==> src/design/tcw_pkg.sv <==
`timescale 1ns / 1ps
package tcw_pkg;

	localparam int COLS   = 80;
	localparam int ROWS   = 25;
	localparam int CELLS  = ROWS * COLS;
	localparam int ADDR_W = $clog2(CELLS);
	localparam int ROW_W  = 5;
	localparam int COL_W  = 7;

	localparam logic [ROW_W-1:0] MAX_ROW = ROW_W'(ROWS - 1);
	localparam logic [COL_W-1:0] MAX_COL = COL_W'(COLS - 1);

	localparam logic [15:0] BLANK_CELL = 16'h0220;
	localparam logic [7:0]  CH_NL      = 8'd10;
	localparam logic [7:0]  CH_CR      = 8'd13;

	localparam logic [1:0] OP_PUT   = 2'd0;
	localparam logic [1:0] OP_SET   = 2'd1;
	localparam logic [1:0] OP_CLEAR = 2'd2;
	localparam logic [1:0] OP_READ  = 2'd3;

	typedef logic [2:0] kind_t;
	localparam kind_t K_PUT   = 3'd0;
	localparam kind_t K_NL    = 3'd1;
	localparam kind_t K_CR    = 3'd2;
	localparam kind_t K_SET   = 3'd3;
	localparam kind_t K_CLEAR = 3'd4;
	localparam kind_t K_READ  = 3'd5;
	localparam kind_t K_NOP   = 3'd6;

	localparam int QDEPTH = 2;
	localparam int QPTR_W = $clog2(QDEPTH);

	typedef struct packed {
		kind_t             kind;
		logic [7:0]        ch;
		logic [ROW_W-1:0]  row;
		logic [COL_W-1:0]  col;
		logic [ADDR_W-1:0] addr;
	} cmd_t;

endpackage

==> src/design/tcw_cmd_fifo.sv <==
`timescale 1ns / 1ps
module tcw_cmd_fifo (
	input  logic          clk,
	input  logic          arst_n,
	input  logic          push,
	input  tcw_pkg::cmd_t push_cmd,
	input  logic          pop,
	output tcw_pkg::cmd_t head_cmd,
	output logic          empty,
	output logic          full
);

	tcw_pkg::cmd_t                entry_q [tcw_pkg::QDEPTH];
	logic [tcw_pkg::QPTR_W-1:0] wr_ptr_q;
	logic [tcw_pkg::QPTR_W-1:0] rd_ptr_q;
	logic [tcw_pkg::QPTR_W:0]   count_q;

	assign empty    = (count_q == '0);
	assign full     = (count_q == (tcw_pkg::QPTR_W + 1)'(tcw_pkg::QDEPTH));
	assign head_cmd = entry_q[rd_ptr_q];

	always_ff @(posedge clk) begin
		if (push) begin
			entry_q[wr_ptr_q] <= push_cmd;
		end
	end

	always_ff @(posedge clk or negedge arst_n) begin
		if (!arst_n) begin
			wr_ptr_q <= '0;
			rd_ptr_q <= '0;
			count_q  <= '0;
		end else begin
			if (push) begin
				wr_ptr_q <= wr_ptr_q + 1'b1;
			end
			if (pop) begin
				rd_ptr_q <= rd_ptr_q + 1'b1;
			end
			if (push && !pop) begin
				count_q <= count_q + 1'b1;
			end else if (pop && !push) begin
				count_q <= count_q - 1'b1;
			end
		end
	end

endmodule

==> config.mk <==
export PLATFORM = sky130hd
export DESIGN_NAME = tcw_cmd_fifo
export DESIGN_NICKNAME = d
export VERILOG_FILES = /design/src/design/tcw_pkg.sv /design/src/design/tcw_cmd_fifo.sv
export SDC_FILE = /design/constraint.sdc
export NUM_CORES = 1
export LEC_CHECK = 0
export BUFFER_PORTS_ARGS = -buffer_cell sky130_fd_sc_hd__clkbuf_2
export CAP_MARGIN = 20
export CORE_MARGIN = 10
export CORE_UTILIZATION = 40
export DETAILED_ROUTE_END_ITERATION = 16
export PLACE_DENSITY_LB_ADDON = 0.12
export SYNTH_ARGS = -nofsm -noshare
export SYNTH_HDL_FRONTEND = slang
export SYNTH_SLANG_ARGS = --single-unit
==> constraint.sdc <==
create_clock -name clk -period 2.6 [get_ports clk]
set_clock_uncertainty 0.15 [all_clocks]
set_input_delay 0.52 -clock clk [delete_from_list [all_inputs] [get_ports clk]]
set_output_delay 0.52 -clock clk [all_outputs]
set_load 0.1 [all_outputs]
## Yosys cells after proc, flatten, opt, wreduce, memory -nomap -nowiden

Memory sizes are Yosys's and may differ from the RTL's.
Index checks and enable logic that the tools add are counted.

- Flip-flop bits (word level): 4
- Bits in writable memories: 68
- Input port bits: 38
- Logic and storage cells: 19
- Memories kept: 1

- $add $sub $neg: 4
- Eq/ne operators: 1
- Muxes and demuxes: 4
- Reduce and logical (&&, ||, !) cells: 6

Memory list:

| name | words | width | read ports | clocked after memory_dff | write ports | RTL line | source |
|---|---|---|---|---|---|---|---|
| entry_q | 2 | 34 | 1 | 0 | 1 | tcw_cmd_fifo.sv:13 | `tcw_pkg::cmd_t entry_q [tcw_pkg::QDEPTH];` |

Operators by type and width:

| kind | number |
|---|---|
| 2-to-1 mux 2 bit | 2 |
| adder 1 bit (second input constant) | 2 |
| adder 2 x 1 -> 2 bit (second input constant) | 1 |
| == test 2 bit (second input constant) | 1 |
| logical AND 1 bit | 2 |
| logical NOT 1 bit | 2 |
| logical NOT 2 bit | 1 |
| 2-to-1 mux 1 bit | 2 |
| nonzero test 2 bit | 1 |
| subtractor 2 x 1 -> 2 bit (second input constant) | 1 |

## Depth between registers and ports, before layout

- Word-level depth: 4
- Depth in mapped cells: 5

## Least setup slack after synthesis

No wires, ideal clock.

- Path type: input -> register
- Start point: in push
- End point: mem entry_q[0][0] in the netlist's numbering (enable)
- Setup time: 0.429 ns
- Data arrival time: 2.053 ns
- Required time: 2.021 ns
- Setup slack: -0.032 ns
- Stages: 1
- Cells stage by stage: nor2b_1

- Cells in the longest elaborated chain, start to end: 2

Ends and longest elaborated chain:

| element | RTL line | source |
|---|---|---|
| from (decl) | tcw_cmd_fifo.sv:5 | `input logic push,` |
| 2-to-1 mux 1 bit | tcw_cmd_fifo.sv:23 | `if (push) begin` |
| 2-to-1 mux 1 bit (not written as such) | tcw_cmd_fifo.sv:24 | `entry_q[wr_ptr_q] <= push_cmd;` |
| to (decl) | tcw_cmd_fifo.sv:13 |  |

No other way between the ends.

==> metrics.md <==
| Metric | Value |
|---|---|
| Critical-path top delay cell | `dfrtp_2` |
| Total met3 wirelength after detailed routing | `337 um` |
| Setup WS post-layout | `0.244 ns` |
| Routed via count divided by cell count | `4.31` |
| Full die area | `0.0107 mm^2` |
| Leading post-synthesis cells by cell area | `edfxtp_1 (73%), mux2_4 (16%), dfrtp_1 (3.6%), buf_12 (2.2%), mux2_2 (2.0%)` |
| Clock period minus final worst setup slack | `2.36 ns` |
| Clock Sink Count | `72` |
| Nets in the synthesized netlist | `161` |
| Htree depth | `3` |
| Signed area change from the synthesized netlist to the final layout | `25.2%` |
| Setup repair after global routing missed its margin | `no` |
| Diode insertion count for antenna repair | `0` |
| Grt ovf | `0` |
| Period Utilization, post-route | `0.906` |
| Final routed wire length divided by cell count | `15.8 um` |
| Number of placed instances with taps included | `293` |
| Number of max-slew violations in the final report | `0` |
| I/O pin count | `74` |
| Post-CTS setup-driven buffer insertion count | `0` |
| Largest net degree at the start of global routing | `25` |
| Number of global-route vias before repair | `1515` |
| # port buffers | `73` |
| Initial standard-cell utilization of the core | `0.411` |
| Synth top area share | `0.732` |
| Most area-hungry cell type in the Yosys netlist | `edfxtp_1` |
| Number of clock buffers inserted by TritonCTS | `9` |
| Library cells used by synthesis | `13` |
| Buffers from clock root to sink, at most | `2` |
| First drt pass iteration count | `4` |
| Routed wire length on met2 | `2.57 mm` |
| Syn avg cell area | `22.9 um^2` |
| Core Area | `0.00679 mm^2` |
| Critical path peak fanout | `11` |
| Synthesis warning total | `0` |
| Result of the run | `complete, no violations` |
| Iteration-0 DRC count of the detailed router | `63` |
| Sum of net half-perimeters after detailed placement | `3.63 mm` |
| Uppermost routed layer | `met4` |
| Share of layout cells above drive strength 1 | `0.612` |
| Sequential area share after synthesis | `0.767` |
| Final core occ | `0.514` |
| Stage delay of the slowest cell on the critical path | `0.38 ns` |
| Relative slew slack | `0.623` |
| Die outline height | `104 um` |
| Global placer's final weighted congestion | `0.638` |
| Critical Path AT | `1.69 ns` |
| Critical path required time | `1.93 ns` |
| Root Driver | `clkbuf_8` |
| Clock tree from TritonCTS | `done` |
| Hold Path Class | `in2reg` |
| Worst slack at placement | `0.597 ns` |
| Worst Setup End Kind | `output port` |
| Later-pin clock latency in the skew report | `0.34 ns` |
| Final #Nets | `248` |
| Wire length on met1 | `1.90 mm` |
| Count of endpoints failing setup in the final report | `0` |
| Routed via count | `1335` |
| GRT Util Overall | `0.0953` |
| Total count of hold-check failures in the final report | `0` |
| Number of flip-flops and latches in the synthesized netlist | `72` |
| Critical path launch point type | `register` |
| Series of cell instances along the critical path | `buf_4 -> mux2_2 -> clkbuf_2` |
| Number of nets still failing antenna checks after routing | `0` |
| Number of maximum-capacitance violations | `0` |
| Number of cell rows | `30` |
| Top library cells by usage in the layout, fill and taps aside | `clkbuf_2 (73), edfxtp_1 (68), mux2_4 (29), clkbuf_8 (9)` |
| Total wirelength of the detailed-routed design | `4.91 mm` |
| Slew @ Worst Pin | `0.564 ns` |
| Die extent in x | `104 um` |
| Number of remaining DRC errors | `0` |
| Post-synthesis instance area | `0.00279 mm^2` |
| Commonest non-fill, non-tap cell in the layout | `clkbuf_2` |
| Setup_tns | `0 ns` |
| Gate Count Post-Synth | `122` |
| Combined buffer and inverter count along the critical path | `2` |
| Kind of critical path | `reg2out` |
| Family with the most delay on the worst path | `buffers and inverters` |
| Non-filler cells, final | `310` |
| Number of antenna violations at the first check in global routing | `0` |
| Global-route wire length before repair | `7.77 mm` |
| Clock slew seen by the registers of the worst setup and hold paths | `0.07 ns` |
| Maximum operating frequency | `0.424 GHz` |
-- final timing paths --
| check | slack (ns) | to | depth (start not counted) | start |
|---|---|---|---|---|
| hold reg to reg | 0.34 | count_q[1] | 1 | count_q[1] |
| setup / recovery | 0.24 | head_cmd[18] | 3 | rd_ptr_q |
| hold / removal | 0.21 | entry_q[1][4] | 1 | push_cmd[4] |
| max in group asynchronous | 1.79 | rd_ptr_q | 2 | arst_n |
| setup reg to reg | 0.92 | entry_q[0][15] | 2 | wr_ptr_q |
| min in group asynchronous | 0.37 | wr_ptr_q | 2 | arst_n |
-- metal layers --
metal  vias up  track usage
met5         -            0
li1        645            -
met3         9       0.0390
met4         0       0.0635
met1       639       0.0930
met2        42        0.162
-- cell families after synthesis --
family / after synthesis / share of synthesized area
adder cells (fa/ha/maj): 1 / 0.00448
multiplexers: 34 / 0.176
AND/OR/NAND/NOR: 5 / 0.00941
buffers and inverters: 5 / 0.0269
flip-flops: 72 / 0.767
XOR/XNOR: 5 / 0.0157
-- Yosys cell counts --
library cell	n
mux2_4	29
nor2_1	2
buf_6	1
buf_12	3
xnor2_1	1
ha_1	1
inv_1	1
mux2_2	5
xor2_1	4
dfrtp_1	4
and2_1	1
edfxtp_1	68
nor2b_1	2
-- sequential cells by signal, summed over array words and instances (netlist names) --
signal	cells
wr_ptr_q	1
rd_ptr_q	1
count_q	2
entry_q	68
-- final cells by class --
class	instances	area (um^2)
Fill cell	577	3300
Sequential cell	72	2140
Multi-Input combinational cell	45	583
Timing Repair Buffer	80	433
Clock buffer	10	128
Tap cell	96	120
Clock inverter	6	83.8
Inverter	1	3.75
-- repair_timing --
action,CTS,global route
endpoints found under the hold margin,4,0
hold buffers,1,0
resized for setup,0,0
-- per-stage QoR --
step | cell area [um^2] | hold WS (ns)
2_1_floorplan | 2790 | 0.0744
3_3_place_gp | 3270 | 0.183
3_5_place_dp | 3270 | 0.189
4_1_cts | 3490 | 0.199
5_1_grt | 3490 | 0.196
6_report | 3490 | 0.214
Power is left out: the tool's default activity adds up to more than one toggle a clock period on the data nets, which glitch-free logic cannot reach.
