File: config.mk
export PLATFORM = sky130hd
export DESIGN_NAME = tcw_front
export DESIGN_NICKNAME = d
export VERILOG_FILES = /design/src/design/tcw_pkg.sv /design/src/design/tcw_front.sv
export SDC_FILE = /design/constraint.sdc
export NUM_CORES = 1
export LEC_CHECK = 0
export BUFFER_PORTS_ARGS = -buffer_cell sky130_fd_sc_hd__buf_4
export CAP_MARGIN = 20
export CORE_UTILIZATION = 36
export DETAILED_ROUTE_END_ITERATION = 16
export PLACE_DENSITY = 0.93
export SLEW_MARGIN = 10
export SYNTH_ARGS = -nofsm -noshare
export SYNTH_HDL_FRONTEND = slang
export SYNTH_SLANG_ARGS = --single-unit
File: constraint.sdc
create_clock -name clk -period 2.8 [get_ports clk]
set_clock_uncertainty 0.05 [all_clocks]
set_input_delay 0 -clock clk [delete_from_list [all_inputs] [get_ports clk]]
set_output_delay 0 -clock clk [all_outputs]
set_load 0.005 [all_outputs]
File: src/design/tcw_pkg.sv
`timescale 1ns / 1ps
package tcw_pkg;

	localparam int COLS   = 80;
	localparam int ROWS   = 25;
	localparam int CELLS  = ROWS * COLS;
	localparam int ADDR_W = $clog2(CELLS);
	localparam int ROW_W  = 5;
	localparam int COL_W  = 7;

	localparam logic [ROW_W-1:0] MAX_ROW = ROW_W'(ROWS - 1);
	localparam logic [COL_W-1:0] MAX_COL = COL_W'(COLS - 1);

	localparam logic [15:0] BLANK_CELL = 16'h0220;
	localparam logic [7:0]  CH_NL      = 8'd10;
	localparam logic [7:0]  CH_CR      = 8'd13;

	localparam logic [1:0] OP_PUT   = 2'd0;
	localparam logic [1:0] OP_SET   = 2'd1;
	localparam logic [1:0] OP_CLEAR = 2'd2;
	localparam logic [1:0] OP_READ  = 2'd3;

	typedef logic [2:0] kind_t;
	localparam kind_t K_PUT   = 3'd0;
	localparam kind_t K_NL    = 3'd1;
	localparam kind_t K_CR    = 3'd2;
	localparam kind_t K_SET   = 3'd3;
	localparam kind_t K_CLEAR = 3'd4;
	localparam kind_t K_READ  = 3'd5;
	localparam kind_t K_NOP   = 3'd6;

	localparam int QDEPTH = 2;
	localparam int QPTR_W = $clog2(QDEPTH);

	typedef struct packed {
		kind_t             kind;
		logic [7:0]        ch;
		logic [ROW_W-1:0]  row;
		logic [COL_W-1:0]  col;
		logic [ADDR_W-1:0] addr;
	} cmd_t;

endpackage

File: src/design/tcw_front.sv
`timescale 1ns / 1ps
module tcw_front (
	input  logic                      clk,
	input  logic                      arst_n,
	input  logic                      cfg_wr_en,
	input  logic                      cfg_wr_data,
	input  logic                      in_valid,
	output logic                      in_stall,
	input  logic [1:0]                op,
	input  logic [7:0]                ch,
	input  logic [tcw_pkg::ROW_W-1:0] row,
	input  logic [tcw_pkg::COL_W-1:0] column,
	input  logic                      q_full,
	input  logic                      init_busy,
	output logic                      push,
	output tcw_pkg::cmd_t             cmd
);

	logic interpret_q;
	logic in_range;

	always_ff @(posedge clk or negedge arst_n) begin
		if (!arst_n) begin
			interpret_q <= 1'b1;
		end else if (cfg_wr_en) begin
			interpret_q <= cfg_wr_data;
		end
	end

	assign in_stall = q_full | init_busy;
	assign push     = in_valid & ~in_stall;
	assign in_range = (row <= tcw_pkg::MAX_ROW) && (column <= tcw_pkg::MAX_COL);

	always_comb begin
		cmd.kind = tcw_pkg::K_NOP;
		cmd.ch   = ch;
		cmd.row  = row;
		cmd.col  = column;
		cmd.addr = tcw_pkg::ADDR_W'(row) * tcw_pkg::ADDR_W'(tcw_pkg::COLS)
			+ tcw_pkg::ADDR_W'(column);
		unique case (op)
			tcw_pkg::OP_PUT: begin
				if (interpret_q && ch == tcw_pkg::CH_NL) begin
					cmd.kind = tcw_pkg::K_NL;
				end else if (interpret_q && ch == tcw_pkg::CH_CR) begin
					cmd.kind = tcw_pkg::K_CR;
				end else begin
					cmd.kind = tcw_pkg::K_PUT;
				end
			end
			tcw_pkg::OP_SET: begin
				cmd.kind = tcw_pkg::K_SET;
				cmd.row  = (row > tcw_pkg::MAX_ROW) ? tcw_pkg::MAX_ROW : row;
				cmd.col  = (column > tcw_pkg::MAX_COL) ? tcw_pkg::MAX_COL : column;
			end
			tcw_pkg::OP_CLEAR: begin
				cmd.kind = tcw_pkg::K_CLEAR;
			end
			default: begin
				cmd.kind = in_range ? tcw_pkg::K_READ : tcw_pkg::K_NOP;
			end
		endcase
	end

endmodule

# --- Yosys cells after proc, flatten, opt, wreduce, memory -nomap -nowiden ---
# Index checks and enable logic that the tools add are counted.
totals:
  regBits: 1
  inputBits: 29
  word_cells: 25
op_classes:
  addsub: 1
  mul: 1
  magnitude_cmp: 4
  n_eq_ne: 4
  muxes: 7
  bitwise: 3
  n_reduce_logical: 4
op_table:
  columns: ["operator", "count"]
  rows:
  - ["8-bit by 4-bit equality test with 1-bit output (second input constant)", 2]
  - ["12-bit two-way mux", 1]
  - ["11-bit by 7-bit adder with 11-bit output", 1]
  - ["3-bit one-hot mux with 3 select lines", 1]
  - ["7-bit > comparator (second input constant)", 1]
  - ["7-bit less-or-equal comparator (second input constant)", 1]
  - ["5-bit by 3-bit multiplier with 7-bit output (second input constant)", 1]
  - ["7-bit two-way mux", 1]
  - ["2-bit two-way mux", 3]
  - ["5-bit > comparator (second input constant)", 1]
  - ["5-bit less-or-equal comparator (second input constant)", 1]
  - ["5-bit two-way mux", 1]
  - ["1-bit logical AND", 3]
  - ["2-bit by 1-bit equality test with 1-bit output (second input constant)", 1]
  - ["2-bit equality test (second input constant)", 1]
  - ["2-bit logical NOT", 1]
  - ["1-bit bitwise AND", 1]
  - ["1-bit inverter", 1]
  - ["1-bit bitwise OR", 1]

# --- Depth between registers and ports, before layout ---
# Gate-level depths: netlist (run 1).
logic_depth:
  depth_word: 5
  depth_mapped: 7

# --- Worst setup path before layout (run 1) ---
# Ideal clock, no wire load.
synth_path:
  path_type: "input to output"
  from: "input row[1] (netlist bit)"
  to: "output cmd[10] (netlist bit)"
  arrival_time_ns: 1.517
  required_ns: 2.750
  slack_ns: 1.233
  stages: 7
  path_buffers: 0
  cell_sequence: "ha_1 -> ha_1 -> fa_1 -> xor2_1 -> nand4_1 -> xnor2_1 -> xnor2_1"
synth_lines:
  columns: ["element", "line_no", "source"]
  rows:
  - ["start: declaration", "tcw_front.sv:11", "input logic [tcw_pkg::ROW_W-1:0] row,"]
  - ["end: declaration", "tcw_front.sv:16", "output tcw_pkg::cmd_t cmd"]

==> results of run 1 <==
## how the worst max path moves through the flow
stage / to / slack, ps / cells past startpoint
CTS: cmd[10] / 750 / 9
finish: cmd[10] / 790 / 9
floorplan: cmd[10] / 1230 / 7
global placement: cmd[10] / 940 / 9
detailed placement: cmd[10] / 780 / 9
global route: cmd[10] / 660 / 9
## layout by cell type, fill, tap and decap left out
cell / n
a21o_1: 3
a21oi_1: 2
a32o_1: 1
and2_1: 3
buf_4: 64
dfstp_2: 1
dlygate4sd3_1: 1
fa_1: 2
ha_1: 9
inv_1: 2
mux2_2: 1
nand2_1: 5
nand4_1: 2
nand4b_1: 1
nor2_1: 3
nor2b_1: 2
nor3b_1: 1
nor4b_4: 1
o21ai_0: 1
o21ai_1: 1
o311ai_0: 1
or2_2: 5
or4b_4: 1
xnor2_1: 4
xor2_1: 3
## area by class of cell
class / count / area (um2)
fill: 141 / 516.7
inverter: 2 / 7.507
multi-input combinational: 52 / 445.4
sequential: 1 / 26.28
tap: 16 / 20.02
timing repair buffer: 65 / 490.5
## where the power goes
group | switching [W] | internal [W]
Combinational | 0.0000796 | 0.000122
Clock | 0 | 0
Sequential | 0.000000508 | 0.0000172
Total | 0.0000801 | 0.000140
## logic make-up (layout without fill, tap and decap cells)
group                    Yosys count  in the layout  synth area share [%]
adder cells (fa/ha/maj)           11             11                 26.12
buffers and inverters             18             67                 19.27
XOR/XNOR                           7              7                 10.49
AO/OA/AOI/OAI                      9              9                 10.49
flip-flops                         1              1                 4.498
AND/OR/NAND/NOR                   24             24                 27.19
multiplexers                       1              1                 1.927
## synth_stat cells
cell       n  area share (%)
and2_1     3             3.2
or2_2      5             5.4
a32o_1     1             1.7
nand4b_1   1             1.5
a21oi_1    2             1.7
a21o_1     3             3.9
o311ai_0   1             1.5
nor4b_4    1             4.1
nand4_1    2             2.1
ha_1       9              19
clkbuf_1   4             2.6
fa_1       2             6.9
xor2_1     3             4.5
or4b_4     1             2.4
o21ai_0    1            0.86
nor2_1     3             1.9
mux2_2     1             1.9
nor3b_1    1             1.3
o21ai_1    1            0.86
nand2_1    5             3.2
nor2b_1    2             2.1
xnor2_1    4             6.0
buf_4     12              15
inv_1      2             1.3
dfstp_2    1             4.5
## what timing repair did
| action | 4_1_cts | 5_1_grt |
|---|---|---|
| hold buffers | 1 | 0 |
| hold endpoints to repair | 1 | 0 |
| setup endpoints to repair | 0 | 0 |
| gates resized for setup | 0 | 0 |
## through the flow
stage	utilization, %	hold WS, ps	setup WS (ps)
finish	65.70	127.5	785.9
global route	65.70	132.5	656.3
global placement	65.03	-118.0	941.0
CTS	65.70	128.3	753.8
floorplan	-	-197.8	1233
detailed placement	65.03	-115.7	778.7
## worst max-delay path: cells and delay by family
family | cells | cell delay, ps
XOR/XNOR | 3 | 620
AND/OR/NAND/NOR | 1 | 150
buffers and inverters | 2 | 260
adder cells (fa/ha/maj) | 3 | 930
## routing by layer
layer  routed length [um]  up-vias
li1                     -      330
met1                  576      317
met2                 1092       28
met3                   96        0
met4                    0        0
met5                    0        -
==> key figures, run 1 <==
Synth
  – Mapped Area: 584.3 um2
  – Seq cells post-synth: 1
  – Syn avg cell area: 8.230 um2
  – Sequential share of the synthesized area: 4.497%
  – Distinct cells, synth: 25
  – Warnings, synthesis: 0
  – Mapped Cells: 71
  – Syn_nets: 111

Min path
  – Hold depth: 2
  – Hold path startpoint: column[3]
  – WHS Endpoint: cmd[3]
  – Worst hold path type: in2out

Route
  – First DRT Iteration DRCs: 1
  – Routed vias: 675
  – DRC viols: 0
  – Via-per-instance ratio: 4.963
  – WL per Instance: ~13 um
  – Final WL: between 1500 and 2000 um
  – Total iterations of the first detailed-routing run: 2
  – DRT antenna net count: 0

Floorplanning
  – Initial core utilization: 38.79%
  – Die Span Y: 42.29 um
  – Top Ports: 65
  – Core area: 0.001506 mm2
  – Full die area: 0.001788 mm2
  – Num rows: 14
  – Die X: 42.29 um

Timing
  – RSZ-0062 raised after global routing: no
  – Hold Fails Final Rpt: 0
  – Fmax: 496.5 MHz
  – Actual slew at the worst max-slew pin: between 400 and 500 ps
  – Slew HR: 66.74%
  – Final period utilization: a little over 70%
  – Total Neg Setup Slack: 0 ps
  – Final setup viols: 0
  – Pins Over Slew Limit: 0
  – Clock period minus worst slack: 2014 ps

Worst setup path
  – Worst r2r dst: interpret_q
  – Critical Path AT: 1960 ps
  – Slowest stage cell, crit path: fa_1
  – CP startpoint: row[1]
  – Worst r2r path cells: 1
  – Slowest stage delay, CP: 390 ps
  – Max FO, Critical Path: 5
  – RR Startpoint: interpret_q
  – Crit-path cells: buf_4, ha_1, ha_1, fa_1, xor2_1, nand4_1, xnor2_1, xnor2_1, buf_4
  – Critical Path End Type: output pin
  – WS Path Type: in2out
  – Reg-to-reg slack, setup: 2060 ps
  – Critical Path Start Type: input pin
  – Worst Path Required: 2750 ps

Placement
  – HPWL Detailed: 1602 um
  – Routability cong.: 0.7194
  – PortBufs: 64
  – Placed Area: 979.7 um2
  – Placed Cells: 135

Global routing
  – First-pass GRT wire length: 2773 um
  – Most used routing layer: met2
  – Largest net degree at the start of global routing: 7
  – M2 GR Usage: a little over two fifths
  – Global route total overflow: 0
  – Total global-route track usage: 19.04%
  – Initial antenna violation count: 0
  – Met3 Use GR: 1.293%
  – Vias in the first global route: ~660
  – Met1 GRT Util: a little under a fifth

Power and ir drop
  – Worst VDD drop: 171.5 uV
  – Total power draw: 0.0002196 W
  – Cell Pwr Density: 221.9 mW/mm2
  – Leakage: 0.5490 nW

Status
  – Status: finished, final reports clean

Layout
  – Biggest register: interpret_q
  – Finished Cell Area: 989.7 um2
  – Final Net Count: 162
  – ANT cells: 0
  – Biggest regs: interpret_q x1
  – Layout cell share with drive strength beyond 1: between 60% and 70%
  – Number of flip-flops in the largest register: 1
  – P&R area growth vs syn: 69.38%
  – Non-Filler Instances: 136

Clock network
  – Post-CTS Setup Inserts: 0
  – Clk Latency, worst-skew pair: 0 ps

Job
  – Max_cap viols: 0
(Power assumes the default switching activity.)
==> run 2, diff against run 1 <==
--- a/config.mk
+++ b/config.mk
@@ -5,11 +5,12 @@
 export SDC_FILE = /design/constraint.sdc
 export NUM_CORES = 1
 export LEC_CHECK = 0
+export ABC_AREA = 1
 export BUFFER_PORTS_ARGS = -buffer_cell sky130_fd_sc_hd__buf_4
 export CAP_MARGIN = 20
 export CORE_UTILIZATION = 36
 export DETAILED_ROUTE_END_ITERATION = 16
-export PLACE_DENSITY = 0.93
+export PLACE_DENSITY = 0.89
 export SLEW_MARGIN = 10
 export SYNTH_ARGS = -nofsm -noshare
 export SYNTH_HDL_FRONTEND = slang
==> constraint.sdc (replaced) <==
create_clock -name clk -period 2.1 [get_ports clk]
set_clock_uncertainty 0.05 [all_clocks]
set_input_delay 0 -clock clk [delete_from_list [all_inputs] [get_ports clk]]
set_output_delay 0 -clock clk [all_outputs]
set_load 0.005 [all_outputs]
==> run 2 against run 1 <==
Against the previous run: register-to-register slack worse by 770 ps; flip-flop and latch count did not move; critical path type unchanged; largest power group unchanged; highest routed layer unchanged; power up 37%; utilization shrank 2.9 points; routed wire length down 1.4%.
==> key figures, run 2 <==
Status
  – Status: finished, final reports clean

Worst setup path
  – Critical Path End Type: output pin
  – RR Startpoint: interpret_q
  – Critical Path Start Type: input pin
  – Worst Path Required: 2050 ps
  – Worst r2r path cells: 2
  – WS Path Type: in2out
  – Crit-path cells: buf_4, ha_1, ha_1, fa_1, nand2_1, inv_1, nand3_1, nor2_1, nand3_1, nand2_1, buf_4
  – Slowest stage cell, crit path: fa_1
  – Critical path's top delay family: adder cells
  – Critical Path AT: 1750 ps
  – CP bufs+invs: 3
  – Max FO, Critical Path: 4
  – Reg-to-reg slack, setup: 1290 ps
  – Worst r2r dst: interpret_q
  – Slowest stage delay, CP: 530 ps

Route
  – DRC viols: 0
  – Met2 wire length: 920 um
  – Total iterations of the first detailed-routing run: 3
  – DRT antenna net count: 0
  – Routed vias: 814
  – First DRT Iteration DRCs: 3
  – Met3 routed WL: 114 um
  – Final WL: between 1500 and 2000 um
  – Via-per-instance ratio: 4.400
  – Top Layer Used: met3
  – WL per Instance: 9.411 um
  – Wl on met1: 706 um

Power and ir drop
  – Cell Pwr Density: 277.0 mW/mm2
  – Net Sw Frac: 40.13%
  – Power share of the sequential group: 7.6%
  – P_int: 0.0001799 W
  – Psw: 0.0001206 W
  – Comb power frac: between 90% and 100%
  – Worst VDD drop: 198.0 uV
  – Clock network power share: 0%
  – Leakage: 0.6476 nW
  – Total power draw: around 0.0003 W

Synth
  – Syn avg cell area: 6.019 um2
  – Sequential share of the synthesized area: 3.933%
  – Top post-synthesis cells by count: nand2_1 (24), inv_1 (17), nand3_1 (15), buf_4 (12)
  – Mux cell area share after synthesis: 0%
  – Top-area cell type share of the netlist area: between 10% and 20%
  – Mapped Area: 668.1 um2
  – Largest family of logic cells by synthesized area: simple AND/OR/NAND/NOR gates
  – Synth Flop Type: dfstp_2
  – EDFF count, synth: 0
  – Distinct cells, synth: 22
  – Mapped Cells: 111
  – Warnings, synthesis: 0
  – Compound-cell area share of the yosys netlist: 2.809%
  – FFs w/ async S/R, synth: 100.0%
  – XOR/XNOR Fraction of Synth Area: 3.933%
  – Most common cell in the synthesized netlist: nand2_1
  – Top cells by area, synth: ha_1 (17%), buf_4 (13%), nand2_1 (13%)
  – Post-Synth Adder-Cell Area: 22.85%
  – Simple-gate share of the synthesized area: 41.20%
  – Syn_nets: 151
  – Cell taking the most area after synthesis: ha_1
  – Seq cells post-synth: 1

Timing
  – Slew HR: 84.54%
  – Final setup viols: 0
  – Hold Fails Final Rpt: 0
  – Hold_ws: 123.6 ps
  – Actual slew at the worst max-slew pin: 230.2 ps
  – Fmax: 555.4 MHz
  – Final period utilization: between 80% and 90%
  – Total Neg Setup Slack: 0 ps
  – Pins Over Slew Limit: 0
  – Clock period minus worst slack: 1801 ps
  – RSZ-0062 raised after global routing: no

Layout
  – Final Net Count: 202
  – Commonest cells after routing, fill and taps aside: buf_4 (64), nand2_1 (24), inv_1 (17)
  – P&R area growth vs syn: 62.36%
  – Number of flip-flops in the largest register: 1
  – Finished Cell Area: 0.001085 mm2
  – ANT cells: 0
  – Most common cell after layout, fill and taps aside: buf_4
  – Biggest register: interpret_q
  – Layout cell share with drive strength beyond 1: between 40% and 50%
  – Biggest regs: interpret_q x1
  – Non-Filler Instances: ~190
  – Fillers: 178

Min path
  – WHS Endpoint: cmd[2]
  – Hold path startpoint: column[2]
  – Hold depth: 2
  – Worst hold path type: in2out

Global routing
  – Total global-route track usage: 17.16%
  – Largest net degree at the start of global routing: 7
  – First-pass GRT wire length: 2773 um
  – Vias in the first global route: 736
  – Global route total overflow: 0
  – Initial antenna violation count: 0

Floorplanning
  – Top Ports: 65
  – Core area: ~0.0017 mm2
  – Die X: 45.08 um
  – Num rows: 15
  – Die Span Y: roughly 45 um
  – Initial core utilization: about two fifths
  – Full die area: 0.002032 mm2

Placement
  – Placed Cells: roughly 180
  – PortBufs: 64
  – HPWL Detailed: 1612 um
  – Routability cong.: 0.8009
  – Placed Area: 0.001075 mm2

Job
  – Max_cap viols: 0

Clock network
  – Clk Latency, worst-skew pair: 0 ps
  – Post-CTS sizing: 0
[run 2: how the worst max path moves through the flow]
stage                 from       to  slack (ps)  cells after the start
finish              row[1]  cmd[10]         300                     11
global route        row[1]  cmd[10]         170                     11
CTS                 row[1]  cmd[10]         300                     11
detailed placement  row[1]  cmd[10]         300                     11
global placement    row[1]  cmd[10]         370                     11
floorplan           row[1]  cmd[10]         640                      9
[run 2: worst reg2reg max path, stage by stage, from the launching register on]
cell and delay (ps):
dfstp_2 490, inv_1 40, o21ai_0 140
[run 2: through the flow]
| stage | setup slack, ps | utilization (%) |
|---|---|---|
| after floorplan | 637.2 | - |
| after global placement | 371.2 | 62.25 |
| after detailed placement | 295.4 | 62.25 |
| after CTS | 297.5 | 62.83 |
| after global routing | 165.5 | 62.83 |
| final | 299.4 | 62.83 |
[run 2: cell type report]
class | count | area (um2) | share of cell area, %
sequential | 1 | 26.28 | 2.422
multi-input combinational | 77 | 473.0 | 43.60
timing repair buffer | 65 | 490.5 | 45.21
tap | 25 | 31.28 | 2.884
inverter | 17 | 63.81 | 5.882
[run 2: power groups by stage]
| stage | clock, W | sequential, W | combinational, W |
|---|---|---|---|
| final | 0 | 0.0000229 | 0.000278 |
| after global routing | 0 | 0.0000230 | 0.000311 |
| after CTS | 0 | 0.0000230 | 0.000282 |
| after detailed placement | 0 | 0.0000230 | 0.000279 |
| after global placement | 0 | 0.0000229 | 0.000271 |
| after floorplan | 0 | 0.0000228 | 0.000139 |
[run 2: cell families after synthesis]
| family | count (synthesis) |
|---|---|
| adders and majority gates | 11 |
| DFF | 1 |
| buffers and inverters | 33 |
| and+or+nand+nor | 60 |
| AOI/OAI and AO/OA | 3 |
| xor gates and xnor gates | 3 |
[run 2: routing by layer]
metal | vias up | GRT usage, %
met1 | 341 | 21.17
met5 | - | 0
li1 | 434 | -
met2 | 39 | 34.49
met4 | 0 | 0
met3 | 0 | 0.4000
[run 2: timing repair]
action,in CTS,in global routing
hold endpoints to repair,1,0
buffers inserted,0,0
hold buffers,1,0
